File: config.mk
export PLATFORM = sky130hd
export DESIGN_NAME = debounced_toggle_led_blinker
export DESIGN_NICKNAME = d
export VERILOG_FILES = /design/src/hdl/dtlb_pkg.sv /design/src/hdl/dtlb_lane.sv /design/src/hdl/dtlb_merge.sv /design/src/hdl/debounced_toggle_led_blinker.sv
export SDC_FILE = /design/constraint.sdc
export NUM_CORES = 1
export LEC_CHECK = 0
export BUFFER_PORTS_ARGS = -buffer_cell sky130_fd_sc_hd__buf_2
export CAP_MARGIN = 0
export CORE_UTILIZATION = 63
export CTS_BUF_LIST = sky130_fd_sc_hd__clkbuf_4 sky130_fd_sc_hd__clkbuf_8 sky130_fd_sc_hd__clkbuf_16
export DETAILED_ROUTE_END_ITERATION = 12
export MAX_ROUTING_LAYER = met4
export PLACE_DENSITY = 0.84
export SYNTH_ARGS = -nofsm -noshare
export SYNTH_HDL_FRONTEND = slang
export SYNTH_SLANG_ARGS = --single-unit
File: constraint.sdc
create_clock -name clk -period 2.9 [get_ports clk]
set_clock_uncertainty 0.15 [all_clocks]
set_input_delay 0.58 -clock clk [delete_from_list [all_inputs] [get_ports clk]]
set_output_delay 0.58 -clock clk [all_outputs]
set_load 0.05 [all_outputs]
File: src/hdl/dtlb_pkg.sv
// Shared types, register codes and reset constants for the LED blinker
`default_nettype none
package dtlb_pkg;

    localparam int CHANNELS_DEFAULT = 4;
    localparam int HP_REGS          = 4;
    localparam int FIELD_W          = 4;
    localparam int HP_W             = 16;
    localparam int DEB_W            = 10;
    localparam int CFG_IDX_W        = 3;
    localparam int CFG_DATA_W       = 16;

    localparam logic [HP_W-1:0] HP_RESET [HP_REGS] =
        '{16'd250, 16'd500, 16'd750, 16'd1000};
    localparam logic [DEB_W-1:0] DEBOUNCE_RESET = 10'd50;

    typedef enum logic [CFG_IDX_W-1:0] {
        CFG_HP0      = 3'd0,
        CFG_HP1      = 3'd1,
        CFG_HP2      = 3'd2,
        CFG_HP3      = 3'd3,
        CFG_DEBOUNCE = 3'd4
    } cfg_index_t;

    typedef struct packed {
        logic led;
        logic enabled;
    } lane_status_t;

    typedef struct packed {
        logic skid_full;
        logic out_full;
    } merge_status_t;

endpackage
`default_nettype wire

File: src/hdl/dtlb_lane.sv
// One LED channel: blink counter, debounce counter and enable flag
`default_nettype none
module dtlb_lane
    import dtlb_pkg::*;
#(
    parameter logic [HP_W-1:0] HP_INIT = HP_RESET[0]
)
(
    input  wire logic             clk,
    input  wire logic             rst_n,
    input  wire logic             tick,
    input  wire logic             edge_seen,
    input  wire logic [HP_W-1:0]  half_period,
    input  wire logic [DEB_W-1:0] debounce_ticks,
    output lane_status_t          status_next
);

    logic             enabled_reg, enabled_next;
    logic             led_reg, led_next;
    logic [HP_W-1:0]  blink_count_reg, blink_count_next;
    logic [DEB_W-1:0] debounce_count_reg, debounce_count_next;
    logic [HP_W-1:0]  period;
    logic [DEB_W-1:0] debounce_load;

    assign period        = (half_period == '0) ? HP_W'(1) : half_period;
    assign debounce_load = (debounce_ticks == '0) ? DEB_W'(1) : debounce_ticks;

    always_comb
    begin
        enabled_next        = enabled_reg;
        led_next            = led_reg;
        blink_count_next    = blink_count_reg;
        debounce_count_next = debounce_count_reg;

        if (enabled_reg)
        begin
            if (blink_count_reg <= HP_W'(1))
            begin
                led_next         = ~led_reg;
                blink_count_next = period;
            end
            else
            begin
                blink_count_next = blink_count_reg - HP_W'(1);
            end
        end

        if (edge_seen)
        begin
            debounce_count_next = debounce_load;
        end
        else if (debounce_count_reg != '0)
        begin
            debounce_count_next = debounce_count_reg - DEB_W'(1);
            if (debounce_count_reg == DEB_W'(1))
            begin
                enabled_next = ~enabled_reg;
                if (!enabled_reg)
                begin
                    led_next         = 1'b1;
                    blink_count_next = period;
                end
                else
                begin
                    led_next = 1'b0;
                end
            end
        end

        status_next.led     = led_next;
        status_next.enabled = enabled_next;
    end

    always_ff @(posedge clk or negedge rst_n)
    begin
        if (!rst_n)
        begin
            enabled_reg        <= 1'b1;
            led_reg            <= 1'b1;
            blink_count_reg    <= HP_INIT;
            debounce_count_reg <= '0;
        end
        else if (tick)
        begin
            enabled_reg        <= enabled_next;
            led_reg            <= led_next;
            blink_count_reg    <= blink_count_next;
            debounce_count_reg <= debounce_count_next;
        end
    end

endmodule
`default_nettype wire

File: src/hdl/dtlb_merge.sv
// Merge of lane results into the output word, with output register and skid stage
`default_nettype none
module dtlb_merge
    import dtlb_pkg::*;
#(
    parameter int CHANNELS = CHANNELS_DEFAULT
)
(
    input  wire logic          clk,
    input  wire logic          rst_n,
    input  wire logic          push,
    input  wire lane_status_t  lanes [CHANNELS],
    output logic               accept_ready,
    output logic               m_tvalid,
    input  wire logic          m_tready,
    output logic [7:0]         m_tdata,
    output merge_status_t      status
);

    localparam int SHOWN = (CHANNELS < FIELD_W) ? CHANNELS : FIELD_W;

    logic [FIELD_W-1:0] levels, enables;
    logic [7:0]         word;
    logic [7:0]         out_reg, skid_reg;
    logic               out_valid_reg, skid_valid_reg;
    logic               pop;

    always_comb
    begin
        levels  = '0;
        enables = '0;
        for (int i = 0; i < SHOWN; i++)
        begin
            levels[i]  = lanes[i].led;
            enables[i] = lanes[i].enabled;
        end
        word = {enables, levels};
    end

    assign pop          = out_valid_reg && m_tready;
    assign accept_ready = !skid_valid_reg;
    assign m_tvalid     = out_valid_reg;
    assign m_tdata      = out_reg;
    assign status       = '{skid_full: skid_valid_reg, out_full: out_valid_reg};

    always_ff @(posedge clk or negedge rst_n)
    begin
        if (!rst_n)
        begin
            out_valid_reg  <= 1'b0;
            skid_valid_reg <= 1'b0;
        end
        else if (skid_valid_reg)
        begin
            if (pop)
            begin
                skid_valid_reg <= 1'b0;
            end
        end
        else if (push && out_valid_reg && !pop)
        begin
            skid_valid_reg <= 1'b1;
        end
        else if (push)
        begin
            out_valid_reg <= 1'b1;
        end
        else if (pop)
        begin
            out_valid_reg <= 1'b0;
        end
    end

    always_ff @(posedge clk)
    begin
        if (skid_valid_reg)
        begin
            if (pop)
            begin
                out_reg <= skid_reg;
            end
        end
        else if (push && out_valid_reg && !pop)
        begin
            skid_reg <= word;
        end
        else if (push)
        begin
            out_reg <= word;
        end
    end

endmodule
`default_nettype wire

File: src/hdl/debounced_toggle_led_blinker.sv
// Top level of the debounced LED blinker: configuration registers, lanes and merge
//
//  channel  | signals                          | word
//  ---------+----------------------------------+---------------------------------
//  s        | s_tvalid s_tready s_tdata        | one tick with its button edges
//  m        | m_tvalid m_tready m_tdata        | LED levels and enables per tick
//  cfg      | cfg_valid cfg_ready cfg_index/data | one register write
//
//  One tick word is taken every cycle while s_tready is high; all lanes update together.
//  Each result is registered in the output register, or in the skid stage if m stalls.
//  An output register and a skid stage hold up to two results; s_tready drops
//  only while both are full. cfg_ready is always high.
//  Reset restores the register defaults and every lane to enabled, LED on.
`default_nettype none
module debounced_toggle_led_blinker
    import dtlb_pkg::*;
#(
    parameter int CHANNELS = CHANNELS_DEFAULT
)
(
    input  wire logic                  clk,
    input  wire logic                  rst_n,
    input  wire logic                  s_tvalid,
    output logic                       s_tready,
    input  wire logic [7:0]            s_tdata,   // [3:0] button_edges, [7:4] zero
    output logic                       m_tvalid,
    input  wire logic                  m_tready,
    output logic [7:0]                 m_tdata,   // [3:0] led_levels, [7:4] led_enables
    input  wire logic                  cfg_valid,
    output logic                       cfg_ready,
    input  wire logic [CFG_IDX_W-1:0]  cfg_index,
    input  wire logic [CFG_DATA_W-1:0] cfg_data
);

    logic [HP_W-1:0]  hp_reg [HP_REGS];
    logic [DEB_W-1:0] debounce_reg;
    logic             tick;
    lane_status_t     lane_status [CHANNELS];
    merge_status_t    merge_status;

    assign cfg_ready = 1'b1;
    assign tick      = s_tvalid && s_tready;

    always_ff @(posedge clk or negedge rst_n)
    begin
        if (!rst_n)
        begin
            for (int i = 0; i < HP_REGS; i++)
            begin
                hp_reg[i] <= HP_RESET[i];
            end
            debounce_reg <= DEBOUNCE_RESET;
        end
        else if (cfg_valid && cfg_ready)
        begin
            unique case (cfg_index)
                CFG_HP0:      hp_reg[0]    <= cfg_data;
                CFG_HP1:      hp_reg[1]    <= cfg_data;
                CFG_HP2:      hp_reg[2]    <= cfg_data;
                CFG_HP3:      hp_reg[3]    <= cfg_data;
                CFG_DEBOUNCE: debounce_reg <= cfg_data[DEB_W-1:0];
                default:      ;
            endcase
        end
    end

    for (genvar c = 0; c < CHANNELS; c++)
    begin : g_lane
        logic edge_seen;
        if (c < FIELD_W)
        begin : g_edge
            assign edge_seen = s_tdata[c];
        end
        else
        begin : g_no_edge
            assign edge_seen = 1'b0;
        end

        dtlb_lane #(
            .HP_INIT (HP_RESET[c % HP_REGS])
        ) u_lane (
            .clk            (clk),
            .rst_n          (rst_n),
            .tick           (tick),
            .edge_seen      (edge_seen),
            .half_period    (hp_reg[c % HP_REGS]),
            .debounce_ticks (debounce_reg),
            .status_next    (lane_status[c])
        );
    end

    dtlb_merge #(
        .CHANNELS (CHANNELS)
    ) u_merge (
        .clk          (clk),
        .rst_n        (rst_n),
        .push         (tick),
        .lanes        (lane_status),
        .accept_ready (s_tready),
        .m_tvalid     (m_tvalid),
        .m_tready     (m_tready),
        .m_tdata      (m_tdata),
        .status       (merge_status)
    );

`ifndef SYNTHESIS
    a_skid_needs_out: assert property (@(posedge clk) disable iff (!rst_n)
        merge_status.skid_full |-> merge_status.out_full)
        else $error("skid stage holds a word while output register is empty");

    a_tick_gives_result: assert property (@(posedge clk) disable iff (!rst_n)
        tick |=> m_tvalid)
        else $error("accepted tick gave no result");

    a_skid_fill_on_stall: assert property (@(posedge clk) disable iff (!rst_n)
        $rose(merge_status.skid_full) |-> $past(m_tvalid && !m_tready && tick))
        else $error("skid stage filled without a stalled output");
`endif

endmodule
`default_nettype wire
# After elaboration in Yosys (flattened, before gate mapping)
# Cells that the tools add are included.
[word_totals] reg_bits=204 input_bits=32 out_inout_bits=11 word_cells=173
[op_classes] add_sub_neg=8 n_lt_le_gt_ge=4 n_eq_ne=10 muxes=82 n_bitwise=10 n_reduce_logical=34
[ops] cell="16-bit two-way mux" n=28
[ops] cell="10-bit two-way mux" n=9
[ops] cell="16-bit by 1-bit less-or-equal comparator with 1-bit output (second input constant)" n=4
[ops] cell="16-bit zero test" n=4
[ops] cell="16-bit by 1-bit subtractor with 16-bit output (second input constant)" n=4
[ops] cell="1-bit two-way mux" n=41
[ops] cell="10-bit by 1-bit equality test with 1-bit output (second input constant)" n=4
[ops] cell="10-bit nonzero test" n=4
[ops] cell="10-bit by 1-bit subtractor with 10-bit output (second input constant)" n=4
[ops] cell="8-bit two-way mux" n=4
[ops] cell="2-bit AND reduction" n=10
[ops] cell="2-bit nonzero test" n=6
[ops] cell="10-bit zero test" n=1
[ops] cell="1-bit inverter" n=10
[ops] cell="3-bit by 2-bit equality test with 1-bit output (second input constant)" n=2
[ops] cell="3-bit AND reduction" n=2
[ops] cell="1-bit logical AND" n=4
[ops] cell="3-bit by 1-bit equality test with 1-bit output (second input constant)" n=1
[ops] cell="3-bit equality test (second input constant)" n=1
[ops] cell="3-bit zero test" n=1
[ops] cell="1-bit zero test" n=2
[ops] cell="2-bit by 1-bit inequality test with 1-bit output (second input constant)" n=1
[ops] cell="2-bit inequality test (second input constant)" n=1

# Depth between registers and ports, before layout
[logic_depth] ltp_word=9 mapped_depth=8 mapped_depth_nobuf=7

# Cells and area by module
# From an unflattened synthesis, not the netlist that was laid out.
[unflattened] cells_unflattened=1108 hier_area_um2=11564.8
[by_module_without_submodules] mod="dtlb_lane at g_lane[0].u_lane ..." instances=2 cells_per_inst=228 area_per_inst_um2=1930.6
[by_module_without_submodules] mod="debounced_toggle_led_blinker" instances=1 cells_per_inst=163 area_per_inst_um2=2972.9
[by_module_without_submodules] mod="dtlb_lane at g_lane[2].u_lane" instances=1 cells_per_inst=225 area_per_inst_um2=2000.7
[by_module_without_submodules] mod="dtlb_lane at g_lane[3].u_lane" instances=1 cells_per_inst=225 area_per_inst_um2=1999.4
[by_module_without_submodules] mod="dtlb_merge" instances=1 cells_per_inst=39 area_per_inst_um2=730.7

# Worst setup path after synthesis
# OpenSTA, ideal clock, no wires.
[synth_path] kind="register to register" startpoint="register g_lane[1].u_lane.debounce_count_reg[0]" endpoint="register g_lane[1].u_lane.blink_count_reg[12]" setup_time_ns=0.126 arrival_time_ns=2.358 setup_slack_ns=0.266 stages_incl_launch_ff=8 n_path_buf=1 period_less_slack_ns=2.634 cell_sequence="dfrtp_1 inv_1 ha_1 or4b_2 o41ai_4 buf_2 o21ai_0 a221o_1"
[synth_between] elab_chain_cells=4 elab_cells_between_ends=5 cone_classes="eq/ne (1); mux (3); reduce/logical (1)"
[synth_lines] item="start, declared" line="dtlb_lane.sv:21" text="logic [DEB_W-1:0] debounce_count_reg, debounce_count_next;"
[synth_lines] item="start signal, assigned" line="dtlb_lane.sv:88" text="debounce_count_reg <= debounce_count_next;"
[synth_lines] item="10-bit by 1-bit equality test with 1-bit output" line="dtlb_lane.sv:55" text="if (debounce_count_reg == DEB_W'(1))"
[synth_lines] item="16-bit two-way mux" line="dtlb_lane.sv:55"
[synth_lines] item="16-bit two-way mux (*)" line="dtlb_lane.sv:52" text="else if (debounce_count_reg != '0)"
[synth_lines] item="16-bit two-way mux (*)" line="dtlb_lane.sv:48" text="if (edge_seen)"
[synth_lines] item="end signal, assigned" line="dtlb_lane.sv:87" text="blink_count_reg <= blink_count_next;"
[synth_lines] item="end, declared" line="dtlb_lane.sv:20" text="logic [HP_W-1:0] blink_count_reg, blink_count_next;"
# Mark *: on every way between the ends. The rest lies on a longest branch, timed or not.
# A chain may end at the register's enable or synchronous reset.

# Final worst setup path
[layout_path] startpoint="register g_lane[3].u_lane.debounce_count_reg[0]" endpoint="register g_lane[3].u_lane.blink_count_reg[2]"
[layout_between] elab_chain_cells=4 elab_cells_between_ends=5 cone_classes="eq/ne (1); mux (3); reduce/logical (1)"
[layout_lines] item="start, declared" line="dtlb_lane.sv:21"
[layout_lines] item="start signal, assigned" line="dtlb_lane.sv:88"
[layout_lines] item="10-bit by 1-bit equality test with 1-bit output" line="dtlb_lane.sv:55"
[layout_lines] item="16-bit two-way mux" line="dtlb_lane.sv:55"
[layout_lines] item="16-bit two-way mux (*)" line="dtlb_lane.sv:52"
[layout_lines] item="16-bit two-way mux (*)" line="dtlb_lane.sv:48"
[layout_lines] item="end signal, assigned" line="dtlb_lane.sv:87"
[layout_lines] item="end, declared" line="dtlb_lane.sv:20"
# Marked as above.

==> results_dict.tcl <==
set metrics [dict create \
    cts_num_sinks 204 \
    initial_core_util_pct 64.5 \
    synth_top_cell_by_area "dfrtp_1" \
    dr.pass1.iters 6 \
    synth-compound-area-share_pct 19.5 \
    hold_violations 0 \
    r2r-start "g_lane[3].u_lane.debounce_count_reg[0]" \
    grt_usage_pct 34.8 \
    synth_top_area_share_pct 28.4 \
    grt_pass1_wl_um 48300 \
    synth.net_count 1183 \
    ys_ff_latch 204 \
    fin_ws_ns 0.0975 \
    rrSetupSlack_ns 0.1 \
    tightest_slew_ns 0.745 \
    finalSetupViolCount 0 \
    holdCritStartpoint "m_tready" \
    io_buffers 37 \
    max_freq_ghz 0.357 \
    syn_area_um2 11200 \
    slew_viol_final 0 \
    finalCritPeriodShare_pct 96.6 \
    grt-busiest-layer "met2" \
    grt_overflow_total 0 \
    ios 43 \
    viasPerCell 6.85 \
    synth_area_leaders "dfrtp_1 (28%), dfstp_2 (14%), mux2_2 (7.7%)" \
    cts_tree "done" \
    synthSimpleGateAreaFrac_pct 19.3 \
    grt_max_degree 68 \
    tns_ns 0 \
    htreeDepth 1 \
    maxCapViolations 0 \
    cts.clk_slew.worst_paths_ns 0.06 \
    grt_util_met1_pct 47.1 \
    met2_usage_pct 52.4 \
    slew_headroom_pct 50.2 \
    antenna_found_initial 0 \
    yosys_warnings 0 \
    rows 48 \
    yosysUniqueCellTypes 77 \
    crit_chain "inv_1, ha_1, nor4_1, a41oi_1, nor2_1, o21ai_0, a221o_1" \
    max_stage_delay_ns 0.47 \
    pre_cts_slack_ns 0.137 \
    synth-main-ff-cell "dfrtp_1" \
    p_per_area_nw_per_um2 996 \
    synth_top_family_by_area "compound AO/OA/AOI/OAI gates" \
    dieArea_um2 18300 \
    synthArstFlopShare_pct 92.2 \
    peakVddDrop_v 0.000655 \
    die-height_um 135 \
    wire_per_inst_um 21.2 \
    drc 0 \
    cp_max_fo 6 \
    crit_type "reg2reg" \
    crit_slowest_cell "dfrtp_1" \
    diodes 0 \
    clock-root-buffer "clkbuf_16" \
    critical_path_required_ns 3.14 \
    cts.path.max_buffers 3 \
    die_width_um 135 \
    synth_fa_ha_area_share_pct 1.79 \
    leakage_nw 5.13 \
    finalWeightedCongestion 0.933 \
    fin_nets 1233 \
    arrival_ns 3.04 \
    synth_xor_area_share_pct 0.704 \
    yosysSeqAreaShare_pct 47.0 \
    ff2ff_path_depth 7 \
    r2r-end "g_lane[3].u_lane.blink_count_reg[2]" \
    status "complete, no violations" \
    synthesis.area_per_instance_um2 9.87 \
    synthMuxAreaShare_pct 8.54 \
    core_region_area_um2 17400 \
    hold_path_class "in2reg" \
    rsz0062_at_grt "false" \
    area_growth_pct 12.5 \
    insertion_delay_ns 0.51 \
    holdPathEnd "u_merge.skid_valid_reg" \
    antenna_left 0 \
    holdPathStages 2 \
    vias 9765 \
    drt_iter0_markers 1142 \
    grt_use_met3_pct 4.94 \
    synthCells 1135 \
    grt_pass1_vias 9182 \
    cts_buffers 23 \
    startpoint_type "flop" \
    dp_hpwl_um 20500 \
    synth-edff-count 16 \
    drive_gt1_share_pct 23.8 \
    period_needed_ns 2.80 \
    end_kind "flop" \
    wl_um 30200 \
]
==> per-layer routing <==
metal	vias up	part of all wire [%]
met1	4775	42
met3	103	7.9
met5	-	0
li1	4440	-
met4	0	4.3
met2	447	46
==> cell type report <==
class,instances,area [um^2]
multi-input combinational,841,5590
tap,225,282
timing repair buffer,81,564
inverter,34,128
clock buffer,34,701
fill,1224,4760
sequential,204,5260
clock inverter,7,71.3
==> critical path, delay by kind of cell, from the launching register on <==
kind	cells	cell delay, ns
buf+inv	1	0.10
fa+ha+maj	1	0.27
simple gates	2	0.87
compound gates	3	0.81
flops	1	0.47
==> where the power goes <==
part           switching [mW]  leakage, nW  internal [mW]  total, mW
sequential               1.19         2.33           4.08       5.27
clock                    1.19        0.393           1.77       2.95
combinational            2.55         2.41           1.78       4.33
==> Yosys cell counts (17+ instances only) <==
cell and n:
dfrtp_1 127, o21ai_0 88, nand2_1 85, nor2_1 78
mux2_2 77, dfstp_2 61, nor3_1 52, a21oi_1 51
clkbuf_1 43, nor4_1 39, nand3_1 36, inv_1 33
a221o_1 27, and3_1 17, or4_1 17
==> cells in the final DEF, fill, tap and decap left out, drive strengths merged, types with 17 or more instances in the layout <==
cell type	instances
buf	79
nand2	85
mux2	77
nor2	79
nor4	42
or4	17
and3	17
dfrtp	127
o21ai	100
a221o	27
clkbuf	35
inv	33
nand3	36
nor3	53
dfstp	61
a21oi	51
==> how the worst max path moves through the flow <==
stage | slack (ns) | start | cells past startpoint | to
2_1_floorplan | 0.27 | g_lane[1].u_lane.debounce_count_reg[0] | 7 | g_lane[1].u_lane.blink_count_reg[12]
3_3_place_gp | 0.20 | g_lane[1].u_lane.debounce_count_reg[0] | 7 | g_lane[1].u_lane.blink_count_reg[6]
3_5_place_dp | 0.14 | g_lane[1].u_lane.debounce_count_reg[0] | 7 | g_lane[1].u_lane.blink_count_reg[2]
4_1_cts | 0.09 | g_lane[1].u_lane.debounce_count_reg[0] | 7 | g_lane[1].u_lane.blink_count_reg[6]
5_1_grt | 0.04 | g_lane[1].u_lane.debounce_count_reg[0] | 7 | g_lane[1].u_lane.blink_count_reg[3]
6_report | 0.1 | g_lane[3].u_lane.debounce_count_reg[0] | 7 | g_lane[3].u_lane.blink_count_reg[2]
==> cell families (layout without fill, tap and decap cells) <==
group	count (synthesis)	after routing
xor gates and xnor gates	9	9
and+or+nand+nor	409	409
muxes	86	86
other	1	1
DFF	204	204
buffers and inverters	90	156
adders and majority gates	16	16
AOI/OAI and AO/OA	320	320
==> timing repair <==
item                                    in CTS  in global routing
setup buffers                                0                  0
endpoints found under the hold margin       49                  0
hold buffers                                 1                  0
gates resized for setup                      0                  1
endpoints found under the setup margin       0                  6
==> metrics by stage <==
| step | util (%) | total power [mW] | instances | area, um^2 | hold WS, ns |
|---|---|---|---|---|---|
| floorplan | - | 8.09 | 1135 | 11200 | 0.134 |
| global placement | 68.1 | 9.28 | 1384 | 11800 | 0.323 |
| detailed placement | 68.1 | 9.48 | 1384 | 11800 | 0.327 |
| CTS | 72.6 | 12.5 | 1426 | 12600 | 0.0978 |
| global route | 72.6 | 13.2 | 1426 | 12600 | 0.121 |
| finish | 72.6 | 12.6 | 1426 | 12600 | 0.103 |
No activity file was read; power rests on OpenSTA's default activity.
